### src/tws_pkg.sv
package tws_pkg;

  // Sizing defaults
  localparam int TABLE_SLOTS_DEF = 16;

  // Field widths
  localparam int REQ_W  = 3;
  localparam int ID_W   = 16;
  localparam int MIN_W  = 11;
  localparam int MASK_W = 7;
  localparam int ACT_W  = 16;
  localparam int DAY_W  = 16;
  localparam int ST_W   = 3;
  localparam int WD_W   = 3;

  // Minutes in a full day (24:00)
  localparam logic [MIN_W-1:0] FULL_DAY = 11'd1440;

  // Request codes
  localparam logic [REQ_W-1:0] REQ_TICK   = 3'd0;
  localparam logic [REQ_W-1:0] REQ_ADD    = 3'd1;
  localparam logic [REQ_W-1:0] REQ_REMOVE = 3'd2;
  localparam logic [REQ_W-1:0] REQ_SKIP   = 3'd3;
  localparam logic [REQ_W-1:0] REQ_ACTIVE = 3'd4;

  // Status codes
  localparam logic [ST_W-1:0] ST_OK        = 3'd0;
  localparam logic [ST_W-1:0] ST_DUP       = 3'd1;
  localparam logic [ST_W-1:0] ST_NOT_FOUND = 3'd2;
  localparam logic [ST_W-1:0] ST_FULL      = 3'd3;
  localparam logic [ST_W-1:0] ST_ZERO_ID   = 3'd4;

  // Request beat
  typedef struct packed {
    logic [REQ_W-1:0]  req_type;
    logic [ID_W-1:0]   entry_id;
    logic [MIN_W-1:0]  start_minute;
    logic [MIN_W-1:0]  end_minute;
    logic [MASK_W-1:0] weekday_mask;
    logic [ACT_W-1:0]  activity_code;
    logic [MIN_W-1:0]  time_of_day;
    logic [DAY_W-1:0]  world_day;
    logic              active_flag;
  } in_item_t;

  // Result beat
  typedef struct packed {
    logic [ST_W-1:0]  status;
    logic             entry_changed;
    logic             active_changed;
    logic [ID_W-1:0]  current_entry;
    logic [ID_W-1:0]  previous_entry;
    logic [ACT_W-1:0] current_activity;
    logic             schedule_enabled;
  } out_item_t;

  // One table entry
  typedef struct packed {
    logic [ID_W-1:0]   id;
    logic [MIN_W-1:0]  start_m;
    logic [MIN_W-1:0]  end_m;
    logic [MASK_W-1:0] mask;
    logic [ACT_W-1:0]  act;
  } entry_t;

  // Search key fed to the compare unit
  typedef struct packed {
    logic [ID_W-1:0]  id;
    logic [MIN_W-1:0] tod;
    logic [WD_W-1:0]  wd;
    logic             has_wd;
  } match_key_t;

  // Compare unit flags
  typedef struct packed {
    logic id_hit;
    logic win_hit;
  } match_res_t;

endpackage

### src/time_window_schedule_matcher.sv
// Time-window schedule matcher.
// Request channel: drive in_data and raise start; the beat is taken at the
// rising edge where start is high and busy is low. Requests are tick, add,
// remove, skip and set active.
// Result channel: one result beat per request, shown on out_data for exactly
// one cycle while out_valid is high. The receiver cannot stall it and must
// take it in that cycle.
// Search: tick, add, skip and remove search the table one entry per cycle
// through a single compare unit, with the table read through its registered
// port. The search ends early when it hits. Requests with id zero, set
// active, tick while disabled and unused codes do not search the table. A
// remove that hits then moves each later entry down one slot before its
// result. busy is low in the strobe cycle, so the next request can be taken
// there.
// Reset: table empty, no current entry, schedule enabled, no strobe.
module time_window_schedule_matcher #(
  parameter int TABLE_SLOTS = tws_pkg::TABLE_SLOTS_DEF
) (
  input  logic                clk,
  input  logic                rst_n,
  input  logic                start,
  input  tws_pkg::in_item_t   in_data,
  output logic                busy,
  output logic                out_valid,
  output tws_pkg::out_item_t  out_data
);
  import tws_pkg::*;

  localparam int IW = (TABLE_SLOTS > 1) ? $clog2(TABLE_SLOTS) : 1;
  localparam int CW = $clog2(TABLE_SLOTS + 1);
  localparam logic [CW-1:0] SLOTS_C = CW'(TABLE_SLOTS);

  typedef enum logic [2:0] {
    S_IDLE  = 3'b001,
    S_SCAN  = 3'b010,
    S_SHIFT = 3'b100
  } state_t;

  // (day - 1) mod 7: octal digits summed, since 8 is 1 mod 7
  function automatic logic [WD_W-1:0] week_day(input logic [DAY_W-1:0] d);
    logic [DAY_W-1:0] dm;
    logic [5:0]       s;
    logic [3:0]       t;
    logic [3:0]       r;
    dm = d - 1'b1;
    s  = {3'b0, dm[2:0]} + {3'b0, dm[5:3]} + {3'b0, dm[8:6]}
       + {3'b0, dm[11:9]} + {3'b0, dm[14:12]} + {5'b0, dm[15]};
    t  = {1'b0, s[5:3]} + {1'b0, s[2:0]};
    r  = (t >= 4'd7) ? (t - 4'd7) : t;
    return r[WD_W-1:0];
  endfunction

  state_t            state_r, state_nxt;
  in_item_t          req_r, req_nxt;
  logic [WD_W-1:0]   wd_r, wd_nxt;
  logic              has_wd_r, has_wd_nxt;
  logic [CW-1:0]     idx_r, idx_nxt;
  logic              pend_r, pend_nxt;
  logic [CW-1:0]     pos_r, pos_nxt;
  logic [CW-1:0]     count_r, count_nxt;
  logic [ID_W-1:0]   now_r, now_nxt;
  logic [ID_W-1:0]   prior_r, prior_nxt;
  logic [ACT_W-1:0]  cur_act_r, cur_act_nxt;
  logic              enabled_r, enabled_nxt;
  logic [ST_W-1:0]   status_r, status_nxt;
  logic              ent_chg_r, ent_chg_nxt;
  logic              act_chg_r, act_chg_nxt;
  logic              out_valid_r, out_valid_nxt;

  logic              wr_en;
  logic [IW-1:0]     wr_addr;
  entry_t            wr_data;
  entry_t            rd_data;
  match_key_t        key;
  match_res_t        res;

  logic              needs_scan;
  logic              hit;
  logic              done;
  logic [ID_W-1:0]   found_id;
  logic [ACT_W-1:0]  found_act;

  // Entry storage
  tws_table #(
    .SLOTS (TABLE_SLOTS),
    .IW    (IW)
  ) u_table (
    .clk     (clk),
    .wr_en   (wr_en),
    .wr_addr (wr_addr),
    .wr_data (wr_data),
    .rd_addr (idx_r[IW-1:0]),
    .rd_data (rd_data)
  );

  // Shared compare unit
  assign key = '{id: req_r.entry_id, tod: req_r.time_of_day, wd: wd_r, has_wd: has_wd_r};

  tws_match u_match (
    .ent (rd_data),
    .key (key),
    .res (res)
  );

  // Search control
  always_comb begin
    case (req_r.req_type)
      REQ_TICK:                     needs_scan = enabled_r;
      REQ_ADD, REQ_REMOVE, REQ_SKIP: needs_scan = (req_r.entry_id != '0);
      default:                      needs_scan = 1'b0;
    endcase
    hit  = pend_r && ((req_r.req_type == REQ_TICK) ? res.win_hit : res.id_hit);
    done = !needs_scan || hit || (idx_r >= count_r);
    found_id  = hit ? rd_data.id : '0;
    found_act = hit ? rd_data.act : '0;
  end

  // Sequencer
  always_comb begin
    state_nxt     = state_r;
    req_nxt       = req_r;
    wd_nxt        = wd_r;
    has_wd_nxt    = has_wd_r;
    idx_nxt       = idx_r;
    pend_nxt      = pend_r;
    pos_nxt       = pos_r;
    count_nxt     = count_r;
    now_nxt       = now_r;
    prior_nxt     = prior_r;
    cur_act_nxt   = cur_act_r;
    enabled_nxt   = enabled_r;
    status_nxt    = status_r;
    ent_chg_nxt   = ent_chg_r;
    act_chg_nxt   = act_chg_r;
    out_valid_nxt = 1'b0;
    wr_en         = 1'b0;
    wr_addr       = count_r[IW-1:0];
    wr_data       = rd_data;

    case (state_r)
      S_IDLE: begin
        if (start) begin
          req_nxt    = in_data;
          wd_nxt     = week_day(in_data.world_day);
          has_wd_nxt = (in_data.world_day != '0);
          idx_nxt    = '0;
          pend_nxt   = 1'b0;
          state_nxt  = S_SCAN;
        end
      end

      S_SCAN: begin
        if (!done) begin
          // issue the next table read
          idx_nxt  = idx_r + 1'b1;
          pend_nxt = 1'b1;
        end else begin
          state_nxt     = S_IDLE;
          out_valid_nxt = 1'b1;
          status_nxt    = ST_OK;
          ent_chg_nxt   = 1'b0;
          act_chg_nxt   = 1'b0;
          pend_nxt      = 1'b0;
          case (req_r.req_type)
            REQ_TICK: begin
              if (enabled_r) begin
                if (found_id != now_r) begin
                  prior_nxt   = now_r;
                  now_nxt     = found_id;
                  ent_chg_nxt = 1'b1;
                end
                cur_act_nxt = found_act;
              end
            end
            REQ_ADD: begin
              if (req_r.entry_id == '0) begin
                status_nxt = ST_ZERO_ID;
              end else if (hit) begin
                status_nxt = ST_DUP;
              end else if (count_r >= SLOTS_C) begin
                status_nxt = ST_FULL;
              end else begin
                wr_en         = 1'b1;
                wr_data.id    = req_r.entry_id;
                wr_data.start_m = (req_r.start_minute > FULL_DAY) ? FULL_DAY
                                                                  : req_r.start_minute;
                wr_data.end_m = (req_r.end_minute > FULL_DAY) ? FULL_DAY
                                                              : req_r.end_minute;
                wr_data.mask  = req_r.weekday_mask;
                wr_data.act   = req_r.activity_code;
                count_nxt     = count_r + 1'b1;
              end
            end
            REQ_REMOVE: begin
              if (req_r.entry_id == '0) begin
                status_nxt = ST_ZERO_ID;
              end else if (!hit) begin
                status_nxt = ST_NOT_FOUND;
              end else begin
                // move the tail down one slot, idx_r already points past the hit
                state_nxt     = S_SHIFT;
                out_valid_nxt = 1'b0;
                pos_nxt       = idx_r - 1'b1;
              end
            end
            REQ_SKIP: begin
              if (req_r.entry_id == '0) begin
                status_nxt = ST_ZERO_ID;
              end else if (!hit) begin
                status_nxt = ST_NOT_FOUND;
              end else if (now_r != req_r.entry_id) begin
                prior_nxt   = now_r;
                now_nxt     = req_r.entry_id;
                ent_chg_nxt = 1'b1;
                cur_act_nxt = rd_data.act;
              end
            end
            REQ_ACTIVE: begin
              if (req_r.active_flag != enabled_r) begin
                enabled_nxt = req_r.active_flag;
                act_chg_nxt = 1'b1;
              end
            end
            default: begin
            end
          endcase
        end
      end

      S_SHIFT: begin
        // write back the entry read last cycle one slot lower
        if (pend_r) begin
          wr_en   = 1'b1;
          wr_addr = pos_r[IW-1:0];
          pos_nxt = pos_r + 1'b1;
        end
        if (idx_r < count_r) begin
          idx_nxt  = idx_r + 1'b1;
          pend_nxt = 1'b1;
        end else begin
          pend_nxt = 1'b0;
          if (!pend_r) begin
            count_nxt     = count_r - 1'b1;
            if (now_r == req_r.entry_id) begin
              now_nxt     = '0;
              cur_act_nxt = '0;
            end
            status_nxt    = ST_OK;
            ent_chg_nxt   = 1'b0;
            act_chg_nxt   = 1'b0;
            out_valid_nxt = 1'b1;
            state_nxt     = S_IDLE;
          end
        end
      end

      default: begin
        state_nxt = S_IDLE;
      end
    endcase
  end

  // Control state
  always_ff @(posedge clk) begin
    if (!rst_n) begin
      state_r     <= S_IDLE;
      idx_r       <= '0;
      pend_r      <= 1'b0;
      pos_r       <= '0;
      count_r     <= '0;
      now_r       <= '0;
      prior_r     <= '0;
      cur_act_r   <= '0;
      enabled_r   <= 1'b1;
      status_r    <= ST_OK;
      ent_chg_r   <= 1'b0;
      act_chg_r   <= 1'b0;
      out_valid_r <= 1'b0;
    end else begin
      state_r     <= state_nxt;
      idx_r       <= idx_nxt;
      pend_r      <= pend_nxt;
      pos_r       <= pos_nxt;
      count_r     <= count_nxt;
      now_r       <= now_nxt;
      prior_r     <= prior_nxt;
      cur_act_r   <= cur_act_nxt;
      enabled_r   <= enabled_nxt;
      status_r    <= status_nxt;
      ent_chg_r   <= ent_chg_nxt;
      act_chg_r   <= act_chg_nxt;
      out_valid_r <= out_valid_nxt;
    end
  end

  // Request payload
  always_ff @(posedge clk) begin
    req_r    <= req_nxt;
    wd_r     <= wd_nxt;
    has_wd_r <= has_wd_nxt;
  end

  // Ports
  assign busy      = (state_r != S_IDLE);
  assign out_valid = out_valid_r;
  assign out_data  = '{status:           status_r,
                       entry_changed:    ent_chg_r,
                       active_changed:   act_chg_r,
                       current_entry:    now_r,
                       previous_entry:   prior_r,
                       current_activity: cur_act_r,
                       schedule_enabled: enabled_r};

endmodule

### src/tws_table.sv
module tws_table #(
  parameter int SLOTS = tws_pkg::TABLE_SLOTS_DEF,
  parameter int IW    = 4
) (
  input  logic            clk,
  input  logic            wr_en,
  input  logic [IW-1:0]   wr_addr,
  input  tws_pkg::entry_t wr_data,
  input  logic [IW-1:0]   rd_addr,
  output tws_pkg::entry_t rd_data
);
  import tws_pkg::*;

  entry_t mem [SLOTS];

  // One write port, one registered read port
  always_ff @(posedge clk) begin
    if (wr_en) begin
      mem[wr_addr] <= wr_data;
    end
    rd_data <= mem[rd_addr];
  end

endmodule

### src/tws_match.sv
module tws_match (
  input  tws_pkg::entry_t     ent,
  input  tws_pkg::match_key_t key,
  output tws_pkg::match_res_t res
);
  import tws_pkg::*;

  logic day_ok;
  logic in_win;

  // Weekday filter, then window test; start past end wraps midnight
  always_comb begin
    day_ok = (ent.mask == '0) || (key.has_wd && ent.mask[key.wd]);
    if (ent.start_m <= ent.end_m) begin
      in_win = (key.tod >= ent.start_m) && (key.tod < ent.end_m);
    end else begin
      in_win = (key.tod >= ent.start_m) || (key.tod < ent.end_m);
    end
    res.id_hit  = (ent.id == key.id);
    res.win_hit = day_ok && in_win;
  end

endmodule

### config.mk
export PLATFORM = sky130hd
export DESIGN_NAME = time_window_schedule_matcher
export DESIGN_NICKNAME = d
export VERILOG_FILES = /design/src/tws_pkg.sv /design/src/time_window_schedule_matcher.sv /design/src/tws_table.sv /design/src/tws_match.sv
export SDC_FILE = /design/constraint.sdc
export NUM_CORES = 1
export LEC_CHECK = 0
export BUFFER_PORTS_ARGS = -buffer_cell sky130_fd_sc_hd__buf_2
export CAP_MARGIN = 20
export CORE_MARGIN = 2
export CORE_UTILIZATION = 35
export CTS_CLUSTER_DIAMETER = 200
export CTS_CLUSTER_SIZE = 8
export DETAILED_ROUTE_END_ITERATION = 8
export PLACE_DENSITY_LB_ADDON = 0.12
export SYNTH_ARGS = -nofsm -noshare
export SYNTH_HDL_FRONTEND = slang
export SYNTH_HIERARCHICAL = 1
export SYNTH_SLANG_ARGS = --single-unit
### constraint.sdc
create_clock -name clk -period 11.05 [get_ports clk]
set_clock_uncertainty 0.05 [all_clocks]
set_input_delay 1.105 -clock clk [delete_from_list [all_inputs] [get_ports clk]]
set_output_delay 1.105 -clock clk [all_outputs]
set_load 0.005 [all_outputs]
# Word level (Yosys, flattened, before mapping)
# Memories as Yosys holds them, arrays and structs flattened. A register that Yosys moved wholly into a read port is not among the register bits.
# Index checks and enable logic that the tools add are counted.
# totals
output_inout_bits	56
word_cells	227
mem_bits_rw	976
inputBits	95
reg_bits	154
memories	1
# memory_table
memory	words	width	rd	rd_clocked_by_memory_dff	write_ports	line_no	rtl
u_table.mem	16	61	1	1	1	tws_table.sv:14	entry_t mem [SLOTS];
# classes
eq_ne	38
order_cmp	10
n_reduce_logical	30
addsub	13
n_mux	112
# ops
op	n
$mux 61	6
$mux 16	21
$pmux 16 s2	5
$mux 5	15
$mux 3	13
$eq 16x16->1	2
$ne 16x16->1	2
$ne 2x2->1 const B	16
$reduce_bool 16->1	2
$mux 1	31
$gt 11x11->1 const B	2
$mux 11	2
$pmux 5 s2	2
$logic_not 16->1	1
$reduce_and 4->1	4
$reduce_and 8->1	2
$sub 16x1->16 const B	1
$add 5x1->5 const B	3
$ne 3x3->1 const B	5
$pmux 5 s3	1
$pmux 1 s2	6
$pmux 3 s2	2
$ge 11x11->1	1
$le 11x11->1	1
38 further kinds	57

# Logic depth before layout (Yosys ltp)
# Gate-level depths: netlist of run 1.
# logic_depth
word_depth	14
mapped_depth	22
mapped_depth_nobuf	22

# Hierarchy
# Netlist of run 1, hierarchy kept.
# modules_own_cells
mod	area_per_inst_um2	cells_per_inst	instances	seq_area_each_um2
tws_table	37762.5	1572	1	30529.3
time_window_schedule_matcher	8505.7	925	1	3863.7
tws_match	1047.3	131	1	0.0

# Least setup slack after synthesis of run 1
# OpenSTA, ideal clock, no wires.
# synth_path
path_type	register -> register
from	register req_r, in the netlist key[13]
to	memory u_table/mem[0][0] (netlist bit), enable pin
setup_ns	0.555
period_less_slack_ns	7.861
arrival_time_ns	7.256
path_buffers	1
setup_slack_ns	3.189
path_stages_with_launch	16
t_required_ns	10.445
path_cell_list	edfxtp_1 > ha_1 > and3_1 > nand4_1 > nor4b_2 > nor3_2 > a221oi_2 > o21a_1 > mux2_4 > a221oi_4 > a21oi_2 > nand2_1 > clkbuf_1 > nand2_1 > or3b_2 > nor3_1
# synth_lines
element	line_no	rtl
start, declared	time_window_schedule_matcher.sv:54	in_item_t req_r, req_nxt;
start signal, assigned	time_window_schedule_matcher.sv:298	req_r <= req_nxt;
end, declared	tws_table.sv:14	

==> impl_metrics.csv, run 1 <==
group,metric,value,unit
timing,hold_viol_final,0,
timing,setup_violations,0,
synthesis,avgSynthCellArea,18.0,um2
global_routing,grt_max_degree,100,
timing,tns,0,ns
global_routing,use_met3,0.0287,
synthesis,synth_fp_nets,2788,
cells_and_area,layout.nets,3039,
setup_path,critPathArrivalTime,6.34,ns
cts,clock_latency,0.78,ns
floorplan,die_area,138000,um2
flow_run,drv_cap,0,
global_routing,grt_pass1_wl,180,mm
drt,first_pass_iters,5,
drt,drc_errors,0,
drt,ant_nets,0,
timing,min_period,6.01,ns
drt,routedWlPerCell,25.6,um
synthesis,ys_seq_area_frac,0.727,
timing,maxSlewHeadroom,0.284,
setup_path,cp-start-kind,"flop",
global_routing,grt_overflow,0,
cells_and_area,seq_area,34400,um2
floorplan,die-height,372,um
synthesis,yosysUniqueCellTypes,74,
pwr,p_leak,18.1,nW
synthesis,synthCells,2628,
timing,fin_crit_sh,0.544,
synthesis,synth-edff-count,1056,
setup_path,r2r-start,"key[13]$_DFFE_PP_",
global_routing,met2_usage,0.297,
synthesis,syn_area,47300,um2
global_routing,grt_pass1_vias,26500,
setup_path,crit_path_end_kind,"flop",
drt,drt-initial-drc-count,1977,
cts,cts_root_buffer,"clkbuf_16",
cells_and_area,drive_gt1_frac,0.228,
timing,slew_viol_final,0,
setup_path,required,11.38,ns
cells_and_area,final_cells,4787,
cts,post-cts-setup-buffer-count,0,
cts,numCtsBuffers,166,
floorplan,num_rows,134,
drt,viasPerCell,5.26,
hold_path,min_from,"cur_act_r[0]$_SDFFE_PN0P_",
run_status,status,"finished clean",
timing,rsz0062_at_grt,"no",
cells_and_area,layout_common_cells,"edfxtp_1, nand2_1, mux4_2",
drt,wl,123,mm
hold_path,min_to,"cur_act_r[0]$_SDFFE_PN0P_",
cts,clk_path_buf_depth,3,
synthesis,ys.flop_type,"edfxtp_1",
floorplan,die_w,372,um
synthesis,yosys_warnings,6,
cts,path_clk_slew,0.05,ns
global_routing,antenna_found_initial,2,
place,finalWeightedCongestion,0.795,
setup_path,r2r-end,"u_table/mem[14][15]$_DFFE_PP_",
pwr,irDropWorstVdd,122,uV
cts,cts.repair.resized,0,
timing,worst_pin_slew,1.07,ns
setup_path,cp_max_fo,29,
cells_and_area,area.growth.synth_to_final,16.5,%
place,io_buffer_count,150,
place,place_inst,4477,
floorplan,start_util,0.354,
hold_path,min_path_type,"flop to flop",
hold_path,hold_depth,2,
setup_path,critical_path_class,"flop to flop",
cts,cts_tree,"built",
global_routing,met1_usage,0.245,
setup_path,rrSetupSlack,5.04,ns
cts,cts_sinks,1190,
floorplan,io_pins,151,
pwr,p_per_area,183,nW/um2
synthesis,ys_ff_latch,1190,
place,dp_hpwl,67.3,mm
cells_and_area,multi_input_area,12200,um2
cts,htreeDepth,4,
timing,clock.fmax,0.166,GHz
drt,via_count,25200,
setup_path,r2r_cells,16,
cells_and_area,fill_cells,12000,
global_routing,busiest_layer,"met2",
synthesis,async_reset_ff_frac,0,
global_routing,track_usage,0.179,
floorplan,core_area,134000,um2
cells_and_area,final_common_cell,"edfxtp_1",
cts,cts_hold_buf,0,
[cells by family after synthesis]
family / count (synthesis) / share of synthesized area
flops: 1190 / 0.727
simple gates: 562 / 0.0552
mux: 290 / 0.126
compound gates: 283 / 0.0429
buf+inv: 175 / 0.0179
fa+ha+maj: 65 / 0.0189
xor+xnor: 63 / 0.0117
[cells in the mapped netlist, drive strengths merged, types with 18 or more instances]
| cell type | number | area share |
|---|---|---|
| nand3 | 24 | 0.0025 |
| o21ai | 43 | 0.0045 |
| nor3 | 23 | 0.0026 |
| a22oi | 123 | 0.020 |
| nor2b | 26 | 0.0034 |
| mux4 | 245 | 0.12 |
| nand3b | 21 | 0.0033 |
| mux2i | 39 | 0.0083 |
| edfxtp | 1056 | 0.67 |
| buf | 51 | 0.0080 |
| nor4 | 18 | 0.0024 |
| ha | 54 | 0.014 |
| inv | 51 | 0.0040 |
| a21oi | 26 | 0.0028 |
| clkbuf | 73 | 0.0058 |
| a21boi | 28 | 0.0044 |
| xor2 | 22 | 0.0041 |
| nand2 | 331 | 0.026 |
| nor2 | 52 | 0.0042 |
| xnor2 | 41 | 0.0076 |
| dfxtp | 134 | 0.057 |
[cell type report]
cell class,count,share of cell area
inverters,51,0.00352
well taps,1768,0.0401
repair buffers,207,0.0220
clock inverters,9,0.00177
multi-input cells,1263,0.222
clock buffers,298,0.0868
diodes,1,0.0000454
flip-flops and latches,1190,0.624
[power by group]
group | switching, mW | internal (mW)
registers | 0.0333 | 4.91
clock network | 1.88 | 2.90
logic | 0.212 | 0.158
total | 2.12 | 7.96
[state kept, by name, summed over array words and instances, names as in the netlist, 4 cells and up]
name and flops:
now_r 16, count_r 5, key 27, cur_act_r 16, u_table/mem 976, prior_r 16, u_table/rd_data 61, idx_r 5
req_r 49, pos_r 4
[routing by layer]
layer  share of wire  vias up
met4           0.019        0
li1                -    11000
met5               0        -
met1            0.45    13400
met2            0.49      634
met3           0.041      172
[worst max-delay path by stage]
stage | from | end | slack, ns | cells past startpoint
final | key[13]$_DFFE_PP_ | u_table/mem[14][15]$_DFFE_PP_ | 5.04 | 16
after global routing | key[13]$_DFFE_PP_ | u_table/mem[14][15]$_DFFE_PP_ | 4.70 | 16
after detailed placement | in_data[1] | wd_r[0]$_DFFE_PP_ | 4.69 | 22
after floorplan | key[13]$_DFFE_PP_ | u_table/mem[0][0]$_DFFE_PP_ | 3.19 | 15
after CTS | key[13]$_DFFE_PP_ | u_table/mem[14][15]$_DFFE_PP_ | 4.99 | 16
after global placement | in_data[1] | wd_r[1]$_DFFE_PP_ | 4.77 | 22
[worst max-delay path, stage by stage, from the launching register on]
cell      delay [ns]
edfxtp_1        0.40
ha_1            0.34
and3_1          0.21
nand4_1         0.13
nor4b_2         0.27
nor3_2          0.08
a221oi_2        0.26
o21a_1          0.37
mux2_4          0.24
a221oi_4        0.07
a21oi_2         0.39
nand2_4         0.32
nand2_1         0.27
nand3_1         0.32
nor2_4          0.78
buf_4           0.47
buf_4           0.62
[through the flow]
stage                util  area [um2]  hold slack (ns)  total power, mW  setup WS, ns
finish              0.412       55100            0.415             10.1          5.04
CTS                 0.412       55100            0.393             10.2          4.99
detailed placement  0.375       50200            0.414             5.40          4.69
floorplan               -       47300            0.394             5.27          3.19
global placement    0.375       50200            0.398             5.39          4.77
global route        0.412       55100            0.411             10.4          4.70
(Power assumes the default switching activity.)
==> inputs of run 2 (changes only) <==
--- a/config.mk
+++ b/config.mk
@@ -5,6 +5,7 @@
 export SDC_FILE = /design/constraint.sdc
 export NUM_CORES = 1
 export LEC_CHECK = 0
+export ABC_AREA = 1
 export BUFFER_PORTS_ARGS = -buffer_cell sky130_fd_sc_hd__buf_2
 export CAP_MARGIN = 20
 export CORE_MARGIN = 2
==> constraint.sdc (replaced) <==
create_clock -name clk -period 5.85 [get_ports clk]
set_clock_uncertainty 0.05 [all_clocks]
set_input_delay 0.585 -clock clk [delete_from_list [all_inputs] [get_ports clk]]
set_output_delay 0.585 -clock clk [all_outputs]
set_load 0.005 [all_outputs]
==> impl_metrics.csv, run 2 <==
group,metric,value,unit
run_status,status,"finished clean",
synthesis,synth_xor_area_frac,0.00915,
drt,wl_met2,72.6,mm
timing,maxSlewHeadroom,0.323,
drt,drc_errors,0,
drt,drt-initial-drc-count,2606,
flow_run,drv_cap,0,
drt,first_pass_iters,5,
cts,cts_root_buffer,"clkbuf_16",
cells_and_area,drive_gt1_frac,0.0880,
synthesis,ys.flop_type,"edfxtp_1",
place,io_buffer_count,150,
setup_path,crit_path_end_kind,"flop",
timing,clock.fmax,0.205,GHz
cells_and_area,utilization,0.410,
setup_path,cp_max_fo,42,
global_routing,grt_max_degree,186,
global_routing,grt_overflow,0,
cells_and_area,fill_cells,14600,
global_routing,antenna_found_initial,9,
synthesis,synth-simple-area-share,0.217,
setup_path,required,6.23,ns
global_routing,track_usage,0.198,
floorplan,die_area,154000,um2
setup_path,critPathMaxStageDelay,0.49,ns
drt,wl_met3,6.05,mm
pwr,p_leak,25.8,nW
pwr,irDropWorstVdd,307,uV
drt,ant_nets,0,
timing,rsz0062_at_grt,"no",
synthesis,synth-edff-count,1056,
cts,cts_sinks,1190,
timing,worst_pin_slew,1.01,ns
cts,clock_latency,0.79,ns
setup_path,critPathArrivalTime,5.24,ns
synthesis,yosysUniqueCellTypes,47,
synthesis,synth_top_family_by_area,"simple AND/OR/NAND/NOR gates",
cts,htreeDepth,4,
cts,post-cts-setup-buffer-count,0,
cells_and_area,top_register,"u_table/mem",
setup_path,cpLargestDelayFamily,"simple AND/OR/NAND/NOR gates",
drt,wl_met1,69.7,mm
cells_and_area,layout_common_cells,"nand2_1, edfxtp_1, inv_1",
place,dp_hpwl,78.9,mm
drt,wl,152,mm
floorplan,core_area,150000,um2
cts,clk_path_buf_depth,3,
floorplan,num_rows,142,
setup_path,critical_path_class,"flop to flop",
place,placed_cell_area,55800,um2
synthesis,synth_compound_area_frac,0.0178,
cts,cts.repair.resized,0,
synthesis,synthCells,5281,
synthesis,avgSynthCellArea,9.97,um2
synthesis,synth_top_area_cell,"edfxtp_1",
cts,cts_tree,"built",
cells_and_area,layout.nets,5675,
synthesis,synth_top_area_share,0.602,
floorplan,die_w,392,um
synthesis,ys_seq_area_frac,0.653,
timing,finalWorstSetupSlack,0.982,ns
drt,routedWlPerCell,19.8,um
cells_and_area,area.growth.synth_to_final,16.4,%
drt,via_count,36200,
drt,highest_layer,"met5",
floorplan,start_util,0.352,
synthesis,synth_mux_area_frac,0,
synthesis,ys_ff_latch,1190,
synthesis,synth_most_common_cell,"nand2_1",
synthesis,synth_adder_area_share,0.0170,
setup_path,cp-start-kind,"flop",
setup_path,worst_path_max_delay_cell,"nor2_4",
synthesis,syn_area,52700,um2
cells_and_area,reg.largest.list,"u_table/mem (976), u_table/rd_data (61), req_r (49)",
timing,min_period,4.87,ns
synthesis,synth_fp_nets,5441,
setup_path,path_buf_inv,4,
place,preCtsSetupSlack,0.326,ns
synthesis,ys_top_cells_by_count,"nand2_1, edfxtp_1, inv_1, nand3_1, nor2_1",
synthesis,async_reset_ff_frac,0,
timing,hold_viol_final,0,
floorplan,io_pins,151,
synthesis,yosys_warnings,6,
hold_path,min_path_type,"primary input to flop",
cells_and_area,largest_reg_flops,976,
place,finalWeightedCongestion,0.795,
global_routing,grt_pass1_vias,35000,
timing,slew_viol_final,0,
timing,setup_violations,0,
setup_path,crit_chain,"inv_1 -> ha_1 -> nand2_1 -> inv_2 -> nand3_1 -> nor2_1 -> nand2_1 -> nand3_1 -> nand2_2 -> nand2_1 -> inv_1 -> nor2_2 -> nand3_2 -> nand2_4 -> nand2_4 -> nand3_1 -> nand4_1 -> nand2_1 -> nand3_1 -> nor2_4 -> buf_12",
drt,viasPerCell,4.73,
pwr,p_per_area,433,nW/um2
global_routing,grt_pass1_wl,228,mm
cts,numCtsBuffers,166,
cts,path_clk_slew,0.05,ns
floorplan,die-height,392,um
cells_and_area,fin_area,61300,um2
timing,fin_crit_sh,0.832,
cells_and_area,final_common_cell,"nand2_1",
synthesis,ys_top_cells_by_area,"edfxtp_1, nand2_1, nand3_1",
timing,tns,0,ns
[run 2: cell count changes after synthesis, sizes merged, moves of 19 or more]
cell	delta
mux2i	-39
inv	+834
a21boi	-28
a22oi	-122
nand2	+1272
o21ai	+51
buf	+133
nor2	+116
nand3b	-19
nand3	+805
a21oi	+23
mux4	-245
nor2b	-26
[run 2: worst register-to-register path, delay by kind of cell, from the launching register on]
family,cells,cell delay (ns)
adder cells (fa/ha/maj),1,0.28
AND/OR/NAND/NOR,16,3.21
buffers and inverters,4,0.57
flip-flops,1,0.34
[run 2: power breakdown]
part	internal, mW	switching (mW)	total [mW]
Combinational	1.72	4.50	6.22
Sequential	10.9	0.511	11.4
Clock	5.33	3.63	8.96
Total	17.9	8.64	26.5
[run 2: path summary, 6_finish.rpt]
path                                                     end  slack [ns]                   startpoint  depth (start not counted)
worst max register to register  u_table/mem[6][28]$_DFFE_PP_        0.98  u_table/rd_data[28]$_DFF_P_                         21
worst min-delay path                 state_r[0]$_SDFFE_PN1P_        0.09                        start                          4
worst min register to register        act_chg_r$_SDFFE_PN0P_        0.41       act_chg_r$_SDFFE_PN0P_                          2
worst max-delay path            u_table/mem[6][28]$_DFFE_PP_        0.98  u_table/rd_data[28]$_DFF_P_                         21
[run 2: cell type report]
| cell class | instances | area, um2 | area share |
|---|---|---|---|
| multi-input combinational | 2956 | 13900 | 0.226 |
| clock inverter | 10 | 128 | 0.00208 |
| sequential | 1190 | 34400 | 0.561 |
| tap | 2016 | 2520 | 0.0411 |
| clock buffer | 280 | 4620 | 0.0754 |
| antenna | 2 | 5.00 | 0.0000816 |
| timing repair buffer | 312 | 2410 | 0.0393 |
| inverter | 889 | 3360 | 0.0548 |
[run 2: repair_timing]
item / 4_1_cts / 5_1_grt
endpoints found under the hold margin: 76 / 0
hold buffers: 76 / 0
endpoints found under the setup margin: 0 / 0
[run 2: cells by family after synthesis]
family / after synthesis
flops: 1190
fa+ha+maj: 65
simple gates: 2664
xor+xnor: 55
compound gates: 172
buf+inv: 1135
[run 2: layer usage]
layer  up-vias  GRT usage
li1      17600          -
met1     17600      0.269
met2       735      0.331
met3       202     0.0271
met4         2     0.0571
met5         -          0
[run 2: metrics by stage]
stage	std cells	hold WS, ns	power [mW]
detailed placement	7285	0.402	17.8
finish	7655	0.0899	26.5
global route	7653	0.0842	28.0
global placement	7284	0.400	17.8
floorplan	5281	0.391	15.4
CTS	7651	0.0390	26.9
